--- src/rtl/tape_pulse_frame_encoder_top_assert.svh ---
// Assertion macros for the tape pulse frame encoder.
// Users supply clk and arst_n in the including scope.
`ifndef TAPE_PULSE_FRAME_ENCODER_TOP_ASSERT_SVH
`define TAPE_PULSE_FRAME_ENCODER_TOP_ASSERT_SVH

// property must hold at every clock edge out of reset
`define TPFE_ASSERT(lbl, prop) \
	lbl: assert property (@(posedge clk) disable iff (!arst_n) (prop)) \
		else $error("tpfe assertion failed");

// expression must never be true out of reset
`define TPFE_ASSERT_NEVER(lbl, expr) \
	lbl: assert property (@(posedge clk) disable iff (!arst_n) !(expr)) \
		else $error("tpfe forbidden condition seen");

`endif

--- src/rtl/tpfe_pkg.sv ---
// Package for the tape pulse frame encoder: payload, config and command types,
// mode and pulse kind codes, reset values. No dependencies.
`timescale 1ns / 1ps

package tpfe_pkg;

	localparam logic [2:0] MODE_DATA   = 3'd0;
	localparam logic [2:0] MODE_RAW    = 3'd1;
	localparam logic [2:0] MODE_CSUM   = 3'd2;
	localparam logic [2:0] MODE_LEADER = 3'd3;
	localparam logic [2:0] MODE_SINGLE = 3'd4;

	localparam logic [1:0] KIND_SHORT  = 2'd0;
	localparam logic [1:0] KIND_MEDIUM = 2'd1;
	localparam logic [1:0] KIND_LONG   = 2'd2;
	localparam logic [1:0] KIND_NONE   = 2'd3;

	localparam logic [1:0] REG_INVERT = 2'd0;
	localparam logic [1:0] REG_SHORT  = 2'd1;
	localparam logic [1:0] REG_MEDIUM = 2'd2;
	localparam logic [1:0] REG_LONG   = 2'd3;

	localparam logic [15:0] SHORT_RST  = 16'd176;
	localparam logic [15:0] MEDIUM_RST = 16'd256;
	localparam logic [15:0] LONG_RST   = 16'd336;

	localparam int STEP_W = 5;
	localparam logic [STEP_W-1:0] STEP_MARK_LONG = 5'd0;
	localparam logic [STEP_W-1:0] STEP_MARK_MED  = 5'd1;
	localparam logic [STEP_W-1:0] STEP_BIT0      = 5'd2;
	localparam logic [STEP_W-1:0] STEP_PARITY    = 5'd18;
	localparam logic [STEP_W-1:0] STEP_FRAME_END = 5'd19;
	localparam logic [STEP_W-1:0] STEP_END_PULSE = 5'd20;

	localparam int DEF_QUEUE_DEPTH = 2;

	typedef struct packed {
		logic [2:0]  mode;
		logic [7:0]  data_byte;
		logic [1:0]  single_kind;
		logic [15:0] run_length;
	} in_item_t;

	typedef struct packed {
		logic [1:0]  pulse_kind;
		logic [15:0] half_period_us;
		logic [16:0] repeat_count;
		logic        start_level;
		logic        last;
	} out_item_t;

	typedef struct packed {
		logic        invert_level;
		logic [15:0] short_half_us;
		logic [15:0] medium_half_us;
		logic [15:0] long_half_us;
	} cfg_t;

	typedef enum logic [1:0] {
		OP_FRAMED     = 2'd0,
		OP_FRAMED_END = 2'd1,
		OP_PULSE      = 2'd2
	} op_t;

	typedef struct packed {
		op_t         op;
		logic [7:0]  value;
		logic [1:0]  kind;
		logic [16:0] count;
	} cmd_t;

endpackage

--- src/rtl/tpfe_front.sv ---
// Front end: accepts input items, classifies them into pulse commands and
// keeps the running checksum. Depends on tpfe_pkg.
`timescale 1ns / 1ps

module tpfe_front (
	input  logic             clk,
	input  logic             arst_n,
	input  logic             in_valid,
	output logic             in_ready,
	input  tpfe_pkg::in_item_t in_data,
	input  logic             full,
	output logic             push,
	output tpfe_pkg::cmd_t   push_cmd
);
	import tpfe_pkg::*;

	logic [7:0] csum_q;
	logic       accept;
	logic       mode_ok;

	assign in_ready = !full;
	assign accept   = in_valid && in_ready;
	assign push     = accept && mode_ok;

	always_comb begin
		mode_ok        = 1'b1;
		push_cmd.op    = OP_PULSE;
		push_cmd.value = in_data.data_byte;
		push_cmd.kind  = KIND_SHORT;
		push_cmd.count = 17'd1;
		case (in_data.mode)
			MODE_DATA, MODE_RAW: begin
				push_cmd.op = OP_FRAMED;
			end
			MODE_CSUM: begin
				push_cmd.op    = OP_FRAMED_END;
				push_cmd.value = csum_q;
			end
			MODE_LEADER: begin
				push_cmd.count = {1'b0, in_data.run_length} + 17'd1;
			end
			MODE_SINGLE: begin
				push_cmd.kind = (in_data.single_kind == KIND_NONE) ? KIND_LONG
					: in_data.single_kind;
			end
			default: begin
				mode_ok = 1'b0;
			end
		endcase
	end

	always_ff @(posedge clk or negedge arst_n) begin
		if (!arst_n) begin
			csum_q <= 8'd0;
		end else if (accept) begin
			if (in_data.mode == MODE_DATA) begin
				csum_q <= csum_q ^ in_data.data_byte;
			end else if (in_data.mode == MODE_CSUM) begin
				csum_q <= 8'd0;
			end
		end
	end

endmodule

--- src/rtl/tpfe_queue.sv ---
// Command queue between front and back end, register based.
// Depends on tpfe_pkg.
`timescale 1ns / 1ps

module tpfe_queue #(
	parameter int DEPTH = tpfe_pkg::DEF_QUEUE_DEPTH
) (
	input  logic           clk,
	input  logic           arst_n,
	input  logic           push,
	input  tpfe_pkg::cmd_t push_cmd,
	output logic           full,
	input  logic           pop,
	output logic           head_valid,
	output tpfe_pkg::cmd_t head
);
	import tpfe_pkg::*;

	localparam int PTR_W = (DEPTH > 1) ? $clog2(DEPTH) : 1;
	localparam int CNT_W = $clog2(DEPTH + 1);

	cmd_t             mem_q [DEPTH];
	logic [PTR_W-1:0] wr_ptr_q;
	logic [PTR_W-1:0] rd_ptr_q;
	logic [CNT_W-1:0] count_q;

	assign full       = (count_q == CNT_W'(DEPTH));
	assign head_valid = (count_q != '0);
	assign head       = mem_q[rd_ptr_q];

	always_ff @(posedge clk) begin
		if (push) begin
			mem_q[wr_ptr_q] <= push_cmd;
		end
	end

	always_ff @(posedge clk or negedge arst_n) begin
		if (!arst_n) begin
			wr_ptr_q <= '0;
			rd_ptr_q <= '0;
			count_q  <= '0;
		end else begin
			if (push) begin
				wr_ptr_q <= (wr_ptr_q == PTR_W'(DEPTH - 1)) ? '0 : wr_ptr_q + 1'b1;
			end
			if (pop) begin
				rd_ptr_q <= (rd_ptr_q == PTR_W'(DEPTH - 1)) ? '0 : rd_ptr_q + 1'b1;
			end
			if (push && !pop) begin
				count_q <= count_q + 1'b1;
			end else if (pop && !push) begin
				count_q <= count_q - 1'b1;
			end
		end
	end

endmodule

--- src/rtl/tpfe_back.sv ---
// Back end: steps the head command into the output register, one pulse per cycle
// unless the receiver stalls. Depends on tpfe_pkg and the assertion macro header.
`timescale 1ns / 1ps
`include "tape_pulse_frame_encoder_top_assert.svh"

module tpfe_back (
	input  logic                clk,
	input  logic                arst_n,
	input  tpfe_pkg::cfg_t      cfg,
	input  logic                cmd_valid,
	input  tpfe_pkg::cmd_t      cmd,
	output logic                pop,
	output logic                out_valid,
	input  logic                out_ready,
	output tpfe_pkg::out_item_t out_data
);
	import tpfe_pkg::*;

	logic [STEP_W-1:0] step_q;
	logic [STEP_W-1:0] sub;
	logic              out_valid_q;
	out_item_t         out_data_q;
	out_item_t         nxt;
	logic              advance;
	logic              is_last;
	logic              bit_val;
	logic [1:0]        kind;

	assign sub     = step_q - STEP_BIT0;
	assign advance = cmd_valid && (!out_valid_q || out_ready);
	assign pop     = advance && is_last;

	always_comb begin
		bit_val = (step_q >= STEP_PARITY) ? ~^cmd.value : cmd.value[sub[3:1]];
		kind    = (bit_val ^ sub[0]) ? KIND_MEDIUM : KIND_SHORT;
		is_last = 1'b0;
		case (cmd.op)
			OP_PULSE: begin
				kind    = cmd.kind;
				is_last = 1'b1;
			end
			OP_FRAMED, OP_FRAMED_END: begin
				if (step_q == STEP_MARK_LONG || step_q == STEP_END_PULSE) begin
					kind = KIND_LONG;
				end else if (step_q == STEP_MARK_MED) begin
					kind = KIND_MEDIUM;
				end
				is_last = (cmd.op == OP_FRAMED) ? (step_q == STEP_FRAME_END)
					: (step_q == STEP_END_PULSE);
			end
			default: begin
				is_last = 1'b1;
			end
		endcase
	end

	always_comb begin
		nxt.pulse_kind   = kind;
		nxt.repeat_count = (cmd.op == OP_PULSE) ? cmd.count : 17'd1;
		nxt.start_level  = cfg.invert_level;
		nxt.last         = is_last;
		case (kind)
			KIND_SHORT:  nxt.half_period_us = cfg.short_half_us;
			KIND_MEDIUM: nxt.half_period_us = cfg.medium_half_us;
			default:     nxt.half_period_us = cfg.long_half_us;
		endcase
	end

	always_ff @(posedge clk or negedge arst_n) begin
		if (!arst_n) begin
			step_q      <= '0;
			out_valid_q <= 1'b0;
		end else begin
			if (pop) begin
				step_q <= '0;
			end else if (advance) begin
				step_q <= step_q + 1'b1;
			end
			if (advance) begin
				out_valid_q <= 1'b1;
			end else if (out_ready) begin
				out_valid_q <= 1'b0;
			end
		end
	end

	always_ff @(posedge clk) begin
		if (advance) begin
			out_data_q <= nxt;
		end
	end

	assign out_valid = out_valid_q;
	assign out_data  = out_data_q;

	`TPFE_ASSERT_NEVER(a_step_range, step_q > STEP_END_PULSE)
	`TPFE_ASSERT(a_mid_frame_held, (step_q != '0) |-> cmd_valid)
	`TPFE_ASSERT(a_single_count,
		(out_valid_q && out_data_q.pulse_kind != KIND_SHORT) |-> (out_data_q.repeat_count == 17'd1))
	`TPFE_ASSERT(a_pop_marks_last, pop |=> (out_valid_q && out_data_q.last))

endmodule

--- src/rtl/tape_pulse_frame_encoder_top.sv ---
// Top level of the tape pulse frame encoder: APB config registers, front end,
// command queue, back end. Depends on tpfe_pkg, tpfe_front, tpfe_queue, tpfe_back.
//
// Usage:
//   in channel (in_valid/in_ready/in_data) takes one framing request per transfer:
//   mode 0 data byte, 1 raw byte, 2 checksum and end pulse, 3 leader, 4 single pulse.
//   Modes 5 to 7 are taken and dropped. out channel (out_valid/out_ready/out_data)
//   gives one pulse symbol per transfer; last marks the final symbol of a request.
//   A request goes into the queue, its symbols then into the output register.
//   The back end sequencer emits one symbol per cycle unless the receiver
//   stalls; a request gives 20 symbols (modes 0, 1), 21 (mode 2) or 1 (3, 4).
//   The front end keeps taking requests into a QUEUE_DEPTH entry queue meanwhile.
//   Reset: checksum cleared, queue empty, registers at 0/176/256/336 us.
//   Receiver stall: the output register holds its symbol, the sequencer waits,
//   and in_ready drops once the queue is full.
//   Registers (APB, 4 byte stride): invert_level, short, medium, long half period.
//   Write registers only while the block is idle.
`timescale 1ns / 1ps

module tape_pulse_frame_encoder_top #(
	parameter int QUEUE_DEPTH = tpfe_pkg::DEF_QUEUE_DEPTH
) (
	input  logic                clk,
	input  logic                arst_n,
	input  logic                psel,
	input  logic                penable,
	input  logic                pwrite,
	input  logic [3:0]          paddr,
	input  logic [31:0]         pwdata,
	output logic [31:0]         prdata,
	output logic                pready,
	input  logic                in_valid,
	output logic                in_ready,
	input  tpfe_pkg::in_item_t  in_data,
	output logic                out_valid,
	input  logic                out_ready,
	output tpfe_pkg::out_item_t out_data
);
	import tpfe_pkg::*;

	cfg_t       cfg_q;
	logic [1:0] reg_idx;
	logic       wr_en;
	logic       full;
	logic       push;
	cmd_t       push_cmd;
	logic       pop;
	logic       head_valid;
	cmd_t       head;

	assign pready  = 1'b1;
	assign reg_idx = paddr[3:2];
	assign wr_en   = psel && penable && pwrite;

	always_ff @(posedge clk or negedge arst_n) begin
		if (!arst_n) begin
			cfg_q.invert_level   <= 1'b0;
			cfg_q.short_half_us  <= SHORT_RST;
			cfg_q.medium_half_us <= MEDIUM_RST;
			cfg_q.long_half_us   <= LONG_RST;
		end else if (wr_en) begin
			case (reg_idx)
				REG_INVERT: cfg_q.invert_level   <= pwdata[0];
				REG_SHORT:  cfg_q.short_half_us  <= pwdata[15:0];
				REG_MEDIUM: cfg_q.medium_half_us <= pwdata[15:0];
				REG_LONG:   cfg_q.long_half_us   <= pwdata[15:0];
				default: ;
			endcase
		end
	end

	always_comb begin
		case (reg_idx)
			REG_INVERT: prdata = {31'd0, cfg_q.invert_level};
			REG_SHORT:  prdata = {16'd0, cfg_q.short_half_us};
			REG_MEDIUM: prdata = {16'd0, cfg_q.medium_half_us};
			REG_LONG:   prdata = {16'd0, cfg_q.long_half_us};
			default:    prdata = 32'd0;
		endcase
	end

	tpfe_front u_front (
		.clk      (clk),
		.arst_n   (arst_n),
		.in_valid (in_valid),
		.in_ready (in_ready),
		.in_data  (in_data),
		.full     (full),
		.push     (push),
		.push_cmd (push_cmd)
	);

	tpfe_queue #(
		.DEPTH (QUEUE_DEPTH)
	) u_queue (
		.clk        (clk),
		.arst_n     (arst_n),
		.push       (push),
		.push_cmd   (push_cmd),
		.full       (full),
		.pop        (pop),
		.head_valid (head_valid),
		.head       (head)
	);

	tpfe_back u_back (
		.clk       (clk),
		.arst_n    (arst_n),
		.cfg       (cfg_q),
		.cmd_valid (head_valid),
		.cmd       (head),
		.pop       (pop),
		.out_valid (out_valid),
		.out_ready (out_ready),
		.out_data  (out_data)
	);

endmodule
--- config.mk ---
export PLATFORM = sky130hd
export DESIGN_NAME = tape_pulse_frame_encoder_top
export DESIGN_NICKNAME = d
export VERILOG_FILES = /design/src/rtl/tpfe_pkg.sv /design/src/rtl/tpfe_front.sv /design/src/rtl/tpfe_queue.sv /design/src/rtl/tpfe_back.sv /design/src/rtl/tape_pulse_frame_encoder_top.sv
export VERILOG_INCLUDE_DIRS = /design/src /design/src/rtl
export SDC_FILE = /design/constraint.sdc
export NUM_CORES = 1
export LEC_CHECK = 0
export ABC_AREA = 1
export BUFFER_PORTS_ARGS = -buffer_cell sky130_fd_sc_hd__buf_2
export CORE_MARGIN = 3
export CORE_UTILIZATION = 40
export DETAILED_ROUTE_END_ITERATION = 10
export PLACE_DENSITY = 0.71
export SYNTH_ARGS = -nofsm -noshare
export SYNTH_HDL_FRONTEND = slang
export SYNTH_SLANG_ARGS = --single-unit
export TNS_END_PERCENT = 100
--- constraint.sdc ---
create_clock -name clk -period 3.7 [get_ports clk]
set_clock_uncertainty 0.1 [all_clocks]
set_input_delay 0.555 -clock clk [delete_from_list [all_inputs] [get_ports clk]]
set_output_delay 0.555 -clock clk [all_outputs]
set_load 0.01 [all_outputs]
==> flow_summary.yaml, run 1 <==
clock_network:
  cts_tree: "built"
  clockRootBuffer: "clkbuf_16"
  postCtsHoldBufs: 1
  ctsResizeCount: 0
  clkSlewWorstSetupHoldPaths_ns: 0.06
  cts_buffer_depth: 2
  cts-buffers-inserted: 17
  postCtsSetupRepairBufs: 0
  clock_latency_ns: 0.42
  htreeDepth: 4
  clock-sinks: 162
critical_path:
  worstPathCellList: "clkinv_1 > ha_1 > inv_1 > o211ai_1 > nand3_1 > nand3_1 > nand3_2 > nand4_4 > nand2_8 > nand3_2 > nand3_1"
  crit_path_end_kind: "flop"
  r2r_end: "u_back.out_data[26]"
  crit_end: "u_back.out_data[26]"
  max_stage_delay_ns: 0.42
  critPathRequiredTime_ns: 3.87
  path_class: "flop to flop"
  ff2ff_path_depth: 11
  cp_max_fo: 17
  rrSetupSlack_ns: 0.91
  cp.arrival_ns: 2.96
  crit_family: "simple AND/OR/NAND/NOR gates"
  critPathSlowestCell: "dfrtp_1"
  path_buf_inv: 2
  cp-start-kind: "flop"
  crit_start: "u_back.step_q[1]"
  reg2reg_from: "u_back.step_q[1]"
  worst_path_most_repeated_cell: "nand3_1"
  path_depth: 11
sta:
  timing.hold.ws_ns: 0.219
  tightest_slew_ns: 0.741
  setup_tns_ns: 0
  finalCritPeriodShare: 0.755
  period_needed_ns: 2.79
  rsz0062_at_grt: "false"
  clock.fmax_ghz: 0.358
  relSlewSlack: 0.505
  maxSlewViolCount: 0
  setup_viol: 0
  hold_viol_final: 0
routing:
  drtPass1Iterations: 5
  wl_um: 17400
  vias: 5888
  post-route-drc-count: 0
  first_iter_violations: 383
  antenna_left: 0
  viasPerCell: 4.90
  wire_per_inst_um: 14.5
grt:
  grt_max_degree: 44
  grt_pass1_vias: 5843
  grt.total_usage: 0.169
  grt_antenna_before_repair: 0
  grt_overflow: 0
  grt_pass1_wl_um: 29000
floorplanning:
  fp.dieW_um: 146
  die-area_mm2: 0.0213
  fp-row-count: 50
  die_y_um: 146
  pin_count: 144
  initial_utilization: 0.413
  coreArea_mm2: 0.0190
yosys:
  synth_seq_area_share: 0.580
  synth-xor-area-share: 0.00671
  ys_seq_elements: 162
  async_reset_ff_frac: 0.414
  synth_area_leaders: "edfxtp_1 (36%), dfrtp_1 (19%), nand2_1 (11%), inv_1 (4.4%), o21ai_0 (3.7%)"
  yosys_warnings: 0
  synth_top_area_frac: 0.364
  synth_top_family_by_area: "simple AND/OR/NAND/NOR gates"
  synth_fa_ha_area_frac: 0.0128
  synthSimpleGateAreaFrac: 0.204
  synth_top_area_cell: "edfxtp_1"
  synthMuxAreaShare: 0.0272
  synthMostInstantiatedCell: "nand2_1"
  postSynthAreaPerCell_um2: 9.58
  synth-compound-area-share: 0.0877
  synth_cell_types: 38
  synthFlopType: "edfxtp_1"
  synth_edf_count: 95
  syn_inst: 817
  synth_area_mm2: 0.00783
  netlist_top_cells_count: "nand2_1 (225), edfxtp_1 (95), inv_1 (91)"
place:
  dp_cells: 1169
  hpwl_um: 11600
  place_area_mm2: 0.00860
  place_congestion: 0.841
  port_buffers: 108
cells_and_area:
  drive_gt1_frac: 0.215
  postLayoutCellArea_mm2: 0.00915
  nets: 1009
  area_growth_pct: 16.9
  n_antenna_cell: 0
  final_util: 0.483
  stdcell_count: 1202
min_path:
  hold_path_class: "input port to flop"
power:
  power_density_mw_per_mm2: 781
  vdd_drop_max_v: 0.000317
  p_leak_uw: 0.00407
flow_run:
  drv_cap: 0
run_status:
  status: "complete, no violations"
==> area by class of cell <==
| class | instances | area [um2] |
|---|---|---|
| clock buffers | 23 | 478 |
| clock inverters | 9 | 56.3 |
| fillers | 1754 | 9810 |
| inverters | 97 | 364 |
| multi-input cells | 528 | 2730 |
| flip-flops and latches | 162 | 4540 |
| well taps | 260 | 325 |
| repair buffers | 123 | 656 |
==> cells by family (layout without fill, tap and decap cells) <==
group,Yosys count,count (layout)
AND/OR/NAND/NOR,356,356
flip-flops,162,162
buffers and inverters,142,252
AO/OA/AOI/OAI,122,122
multiplexers,19,19
adder cells (fa/ha/maj),8,8
XOR/XNOR,6,6
other,2,17
==> where the power goes <==
| group | switching (uW) | internal (uW) |
|---|---|---|
| clock | 696 | 909 |
| sequential | 236 | 2610 |
| combinational | 1840 | 863 |
==> layout by cell type (no fill, tap or decap), types with 5 or more instances in the layout <==
master	instances
nand3_1	37
nand4_1	20
clkinv_2	5
clkbuf_16	17
buf_4	14
edfxtp_1	95
a21oi_1	36
mux2_2	18
o21ai_0	58
nor2_1	39
dfrtp_1	60
ha_1	8
inv_1	91
o221ai_1	15
nand2_1	225
nand3_2	12
nor3_1	11
dfstp_2	7
conb_1	17
buf_2	108
==> routing by layer <==
metal / global-route usage / vias up / wire (um)
met5: 0 / - / 0
met4: 0.0627 / 0 / 363
met3: 0.0396 / 27 / 929
met2: 0.283 / 159 / 8490
met1: 0.214 / 2770 / 7590
li1: - / 2932 / -
==> how the worst min path moves through the flow <==
stage,start,endpoint,cells past startpoint
floorplan,arst_n,cfg_q[0],0
global placement,u_front.csum_q[4],u_front.csum_q[4],1
detailed placement,u_front.csum_q[3],u_front.csum_q[3],1
CTS,out_ready,u_back.out_valid,2
global route,out_ready,u_back.out_valid,2
finish,out_ready,u_back.out_valid,2
==> worst reg2reg max path, cell delays in order (launching register included) <==
cell and delay (ns):
dfrtp_1 0.42, clkinv_1 0.29, ha_1 0.42, inv_1 0.09
o211ai_1 0.10, nand3_1 0.10, nand3_1 0.12, nand3_2 0.14
nand4_4 0.34, nand2_8 0.33, nand3_2 0.09, nand3_1 0.11
==> flip-flops by register name, indices dropped and copies added (netlist names) <==
register and count:
u_queue.mem_q 58, cfg_q 49, u_back.out_data 37, u_front.csum_q 8
u_back.step_q 5, u_queue.count_q 2, u_back.out_valid 1, u_queue.rd_ptr_q 1
u_queue.wr_ptr_q 1
==> metrics by stage <==
step | power (uW) | setup slack (ns)
after global routing | 7670 | 0.573
after CTS | 7210 | 0.924
final | 7150 | 0.907
after global placement | 5530 | 0.942
after floorplan | 4810 | 0.636
after detailed placement | 5590 | 0.940
(Power assumes the default switching activity.)
==> run 2, diff against run 1 <==
==> constraint.sdc (replaced) <==
create_clock -name clk -period 2.56 [get_ports clk]
set_clock_uncertainty 0.1 [all_clocks]
set_input_delay 0.384 -clock clk [delete_from_list [all_inputs] [get_ports clk]]
set_output_delay 0.384 -clock clk [all_outputs]
set_load 0.01 [all_outputs]
==> run 2 against run 1 <==
Effect of this change: via count is 2.5% higher; clock power is 48% higher; global-route usage is 0.39 points lower; non-clock buffer count is 16 higher; hold slack worse by 0.17 ns; combinational power is 56% higher; sequential power is 45% higher; critical path depth is 3 higher; setup slack worse by 0.76 ns; largest power group is now combinational logic.
==> flow_summary.yaml, run 2 (synthesis results as in run 1) <==
run_status:
  status: "complete, no violations"
critical_path:
  crit_path_end_kind: "flop"
  critPathRequiredTime_ns: 2.62
  cp_max_fo: 17
  r2r_end: "u_back.out_data[19]"
  cp-start-kind: "flop"
  worst_path_most_repeated_cell: "nand3_1"
  path_buf_inv: 2
  reg2reg_from: "u_back.step_q[2]"
  max_stage_delay_ns: 0.40
  critPathSlowestCell: "dfrtp_1"
  ff2ff_path_depth: 14
  cp.arrival_ns: 2.48
  path_depth: 14
  path_class: "flop to flop"
  worstPathCellList: "inv_1 > ha_1 > inv_1 > o211ai_1 > nand3_1 > nand3_1 > nand2_2 > nand2_2 > nand3_2 > nand2_4 > nand2_8 > nand2_4 > nand3_1 > nand3_1"
  rrSetupSlack_ns: 0.15
  crit_family: "simple AND/OR/NAND/NOR gates"
routing:
  wl_met1_um: 7420
  drtPass1Iterations: 5
  antenna_left: 0
  viasPerCell: 4.95
  first_iter_violations: 399
  dr_wl_met3_um: 986
  vias: 6035
  wire_per_inst_um: 14.2
  wl_met2_um: 8700
  wl_um: 17400
  post-route-drc-count: 0
  highest_layer: "met4"
cells_and_area:
  max_flop_register: "u_queue.mem_q"
  fill_cells: 1719
  postLayoutCellArea_mm2: 0.00936
  largest_reg_flops: 58
  final_common_cell: "nand2_1"
  nets: 1026
  n_antenna_cell: 0
  drive_gt1_frac: 0.236
  area_growth_pct: 19.6
  layout_common_cells: "nand2_1 (225), buf_2 (108), edfxtp_1 (95), inv_1 (91), dfrtp_1 (59)"
clock_network:
  htreeDepth: 4
  cts_buffer_depth: 2
  clock_latency_ns: 0.42
  clock-sinks: 162
  cts_tree: "built"
  cts-buffers-inserted: 17
  clkSlewWorstSetupHoldPaths_ns: 0.06
  clockRootBuffer: "clkbuf_16"
sta:
  timing.hold.ws_ns: 0.0464
  relSlewSlack: 0.642
  setup_tns_ns: 0
  setup_viol: 0
  clock.fmax_ghz: 0.414
  tightest_slew_ns: 0.536
  maxSlewViolCount: 0
  hold_viol_final: 0
  period_needed_ns: 2.41
  layout_setup_ws_ns: 0.146
  finalCritPeriodShare: 0.943
floorplanning:
  fp.dieW_um: 146
  die-area_mm2: 0.0213
  initial_utilization: 0.413
  fp-row-count: 50
  die_y_um: 146
  pin_count: 144
  coreArea_mm2: 0.0190
place:
  hpwl_um: 12000
  port_buffers: 108
  place_congestion: 0.847
  dp_slack_ns: 0.0655
  place_area_mm2: 0.00875
power:
  total_power_uw: 10700
  vdd_drop_max_v: 0.000568
  power_density_mw_per_mm2: 1140
  p_leak_uw: 0.00418
grt:
  grt.total_usage: 0.165
  grt_antenna_before_repair: 0
  grt_pass1_wl_um: 28100
  grt_max_degree: 68
  grt_pass1_vias: 5694
  grt_overflow: 0
min_path:
  worstHoldPathCells: 2
  whs_endpoint: "u_back.out_valid"
  hold_path_startpoint: "out_ready"
  hold_path_class: "input port to flop"
flow_run:
  drv_cap: 0
==> run 2: cell types whose count changed in the layout (fill, tap and decap cells not counted), sizes merged <==
cell    delta
clkinv     -2
inv        +5
clkbuf     -3
nand2      +1
buf       +16
==> run 2: cell type report <==
type / count / area (um2) / share of cell area
multi-input combinational: 529 / 2760 / 0.295
sequential: 162 / 4540 / 0.485
tap: 260 / 325 / 0.0348
inverter: 97 / 369 / 0.0394
clock buffer: 20 / 457 / 0.0488
clock inverter: 12 / 96.3 / 0.0103
timing repair buffer: 139 / 817 / 0.0873
==> run 2: routing by layer <==
| metal | GRT usage | vias to the layer above |
|---|---|---|
| met5 | 0 | - |
| met4 | 0.0570 | 0 |
| met3 | 0.0408 | 21 |
| met2 | 0.274 | 192 |
| met1 | 0.212 | 2846 |
| li1 | - | 2976 |
==> run 2: timing repair <==
action | in CTS | in global routing
resized for setup | 0 | 9
hold endpoints to repair | 60 | 0
hold buffers | 1 | 0
setup buffers | 0 | 2
setup endpoints to repair | 0 | 17
==> run 2: worst register-to-register path, delay by kind of cell (launching register included) <==
family	cells	cell delay [ns]
buffers and inverters	2	0.20
adder cells (fa/ha/maj)	1	0.32
flip-flops	1	0.40
AO/OA/AOI/OAI	1	0.09
AND/OR/NAND/NOR	10	1.04
==> run 2: where the power goes <==
part	internal, uW	switching [uW]
registers	3770	357
clock network	1310	1050
logic	1470	2750
==> run 2: worst max path at each step <==
stage	startpoint	endpoint	slack [ns]
finish	u_back.step_q[2]	u_back.out_data[19]	0.15
global route	u_queue.rd_ptr_q	u_back.out_data[35]	-0.009
CTS	u_queue.rd_ptr_q	u_queue.count_q[1]	0.04
detailed placement	u_queue.rd_ptr_q	u_queue.count_q[1]	0.07
global placement	u_queue.rd_ptr_q	u_queue.count_q[1]	0.12
floorplan	u_back.out_valid	u_queue.count_q[1]	0.09
==> run 2: metrics by stage <==
| step | utilization | std cells |
|---|---|---|
| floorplan | - | 832 |
| global route | 0.494 | 1219 |
| finish | 0.494 | 1219 |
| CTS | 0.491 | 1216 |
| detailed placement | 0.461 | 1183 |
| global placement | 0.461 | 1183 |
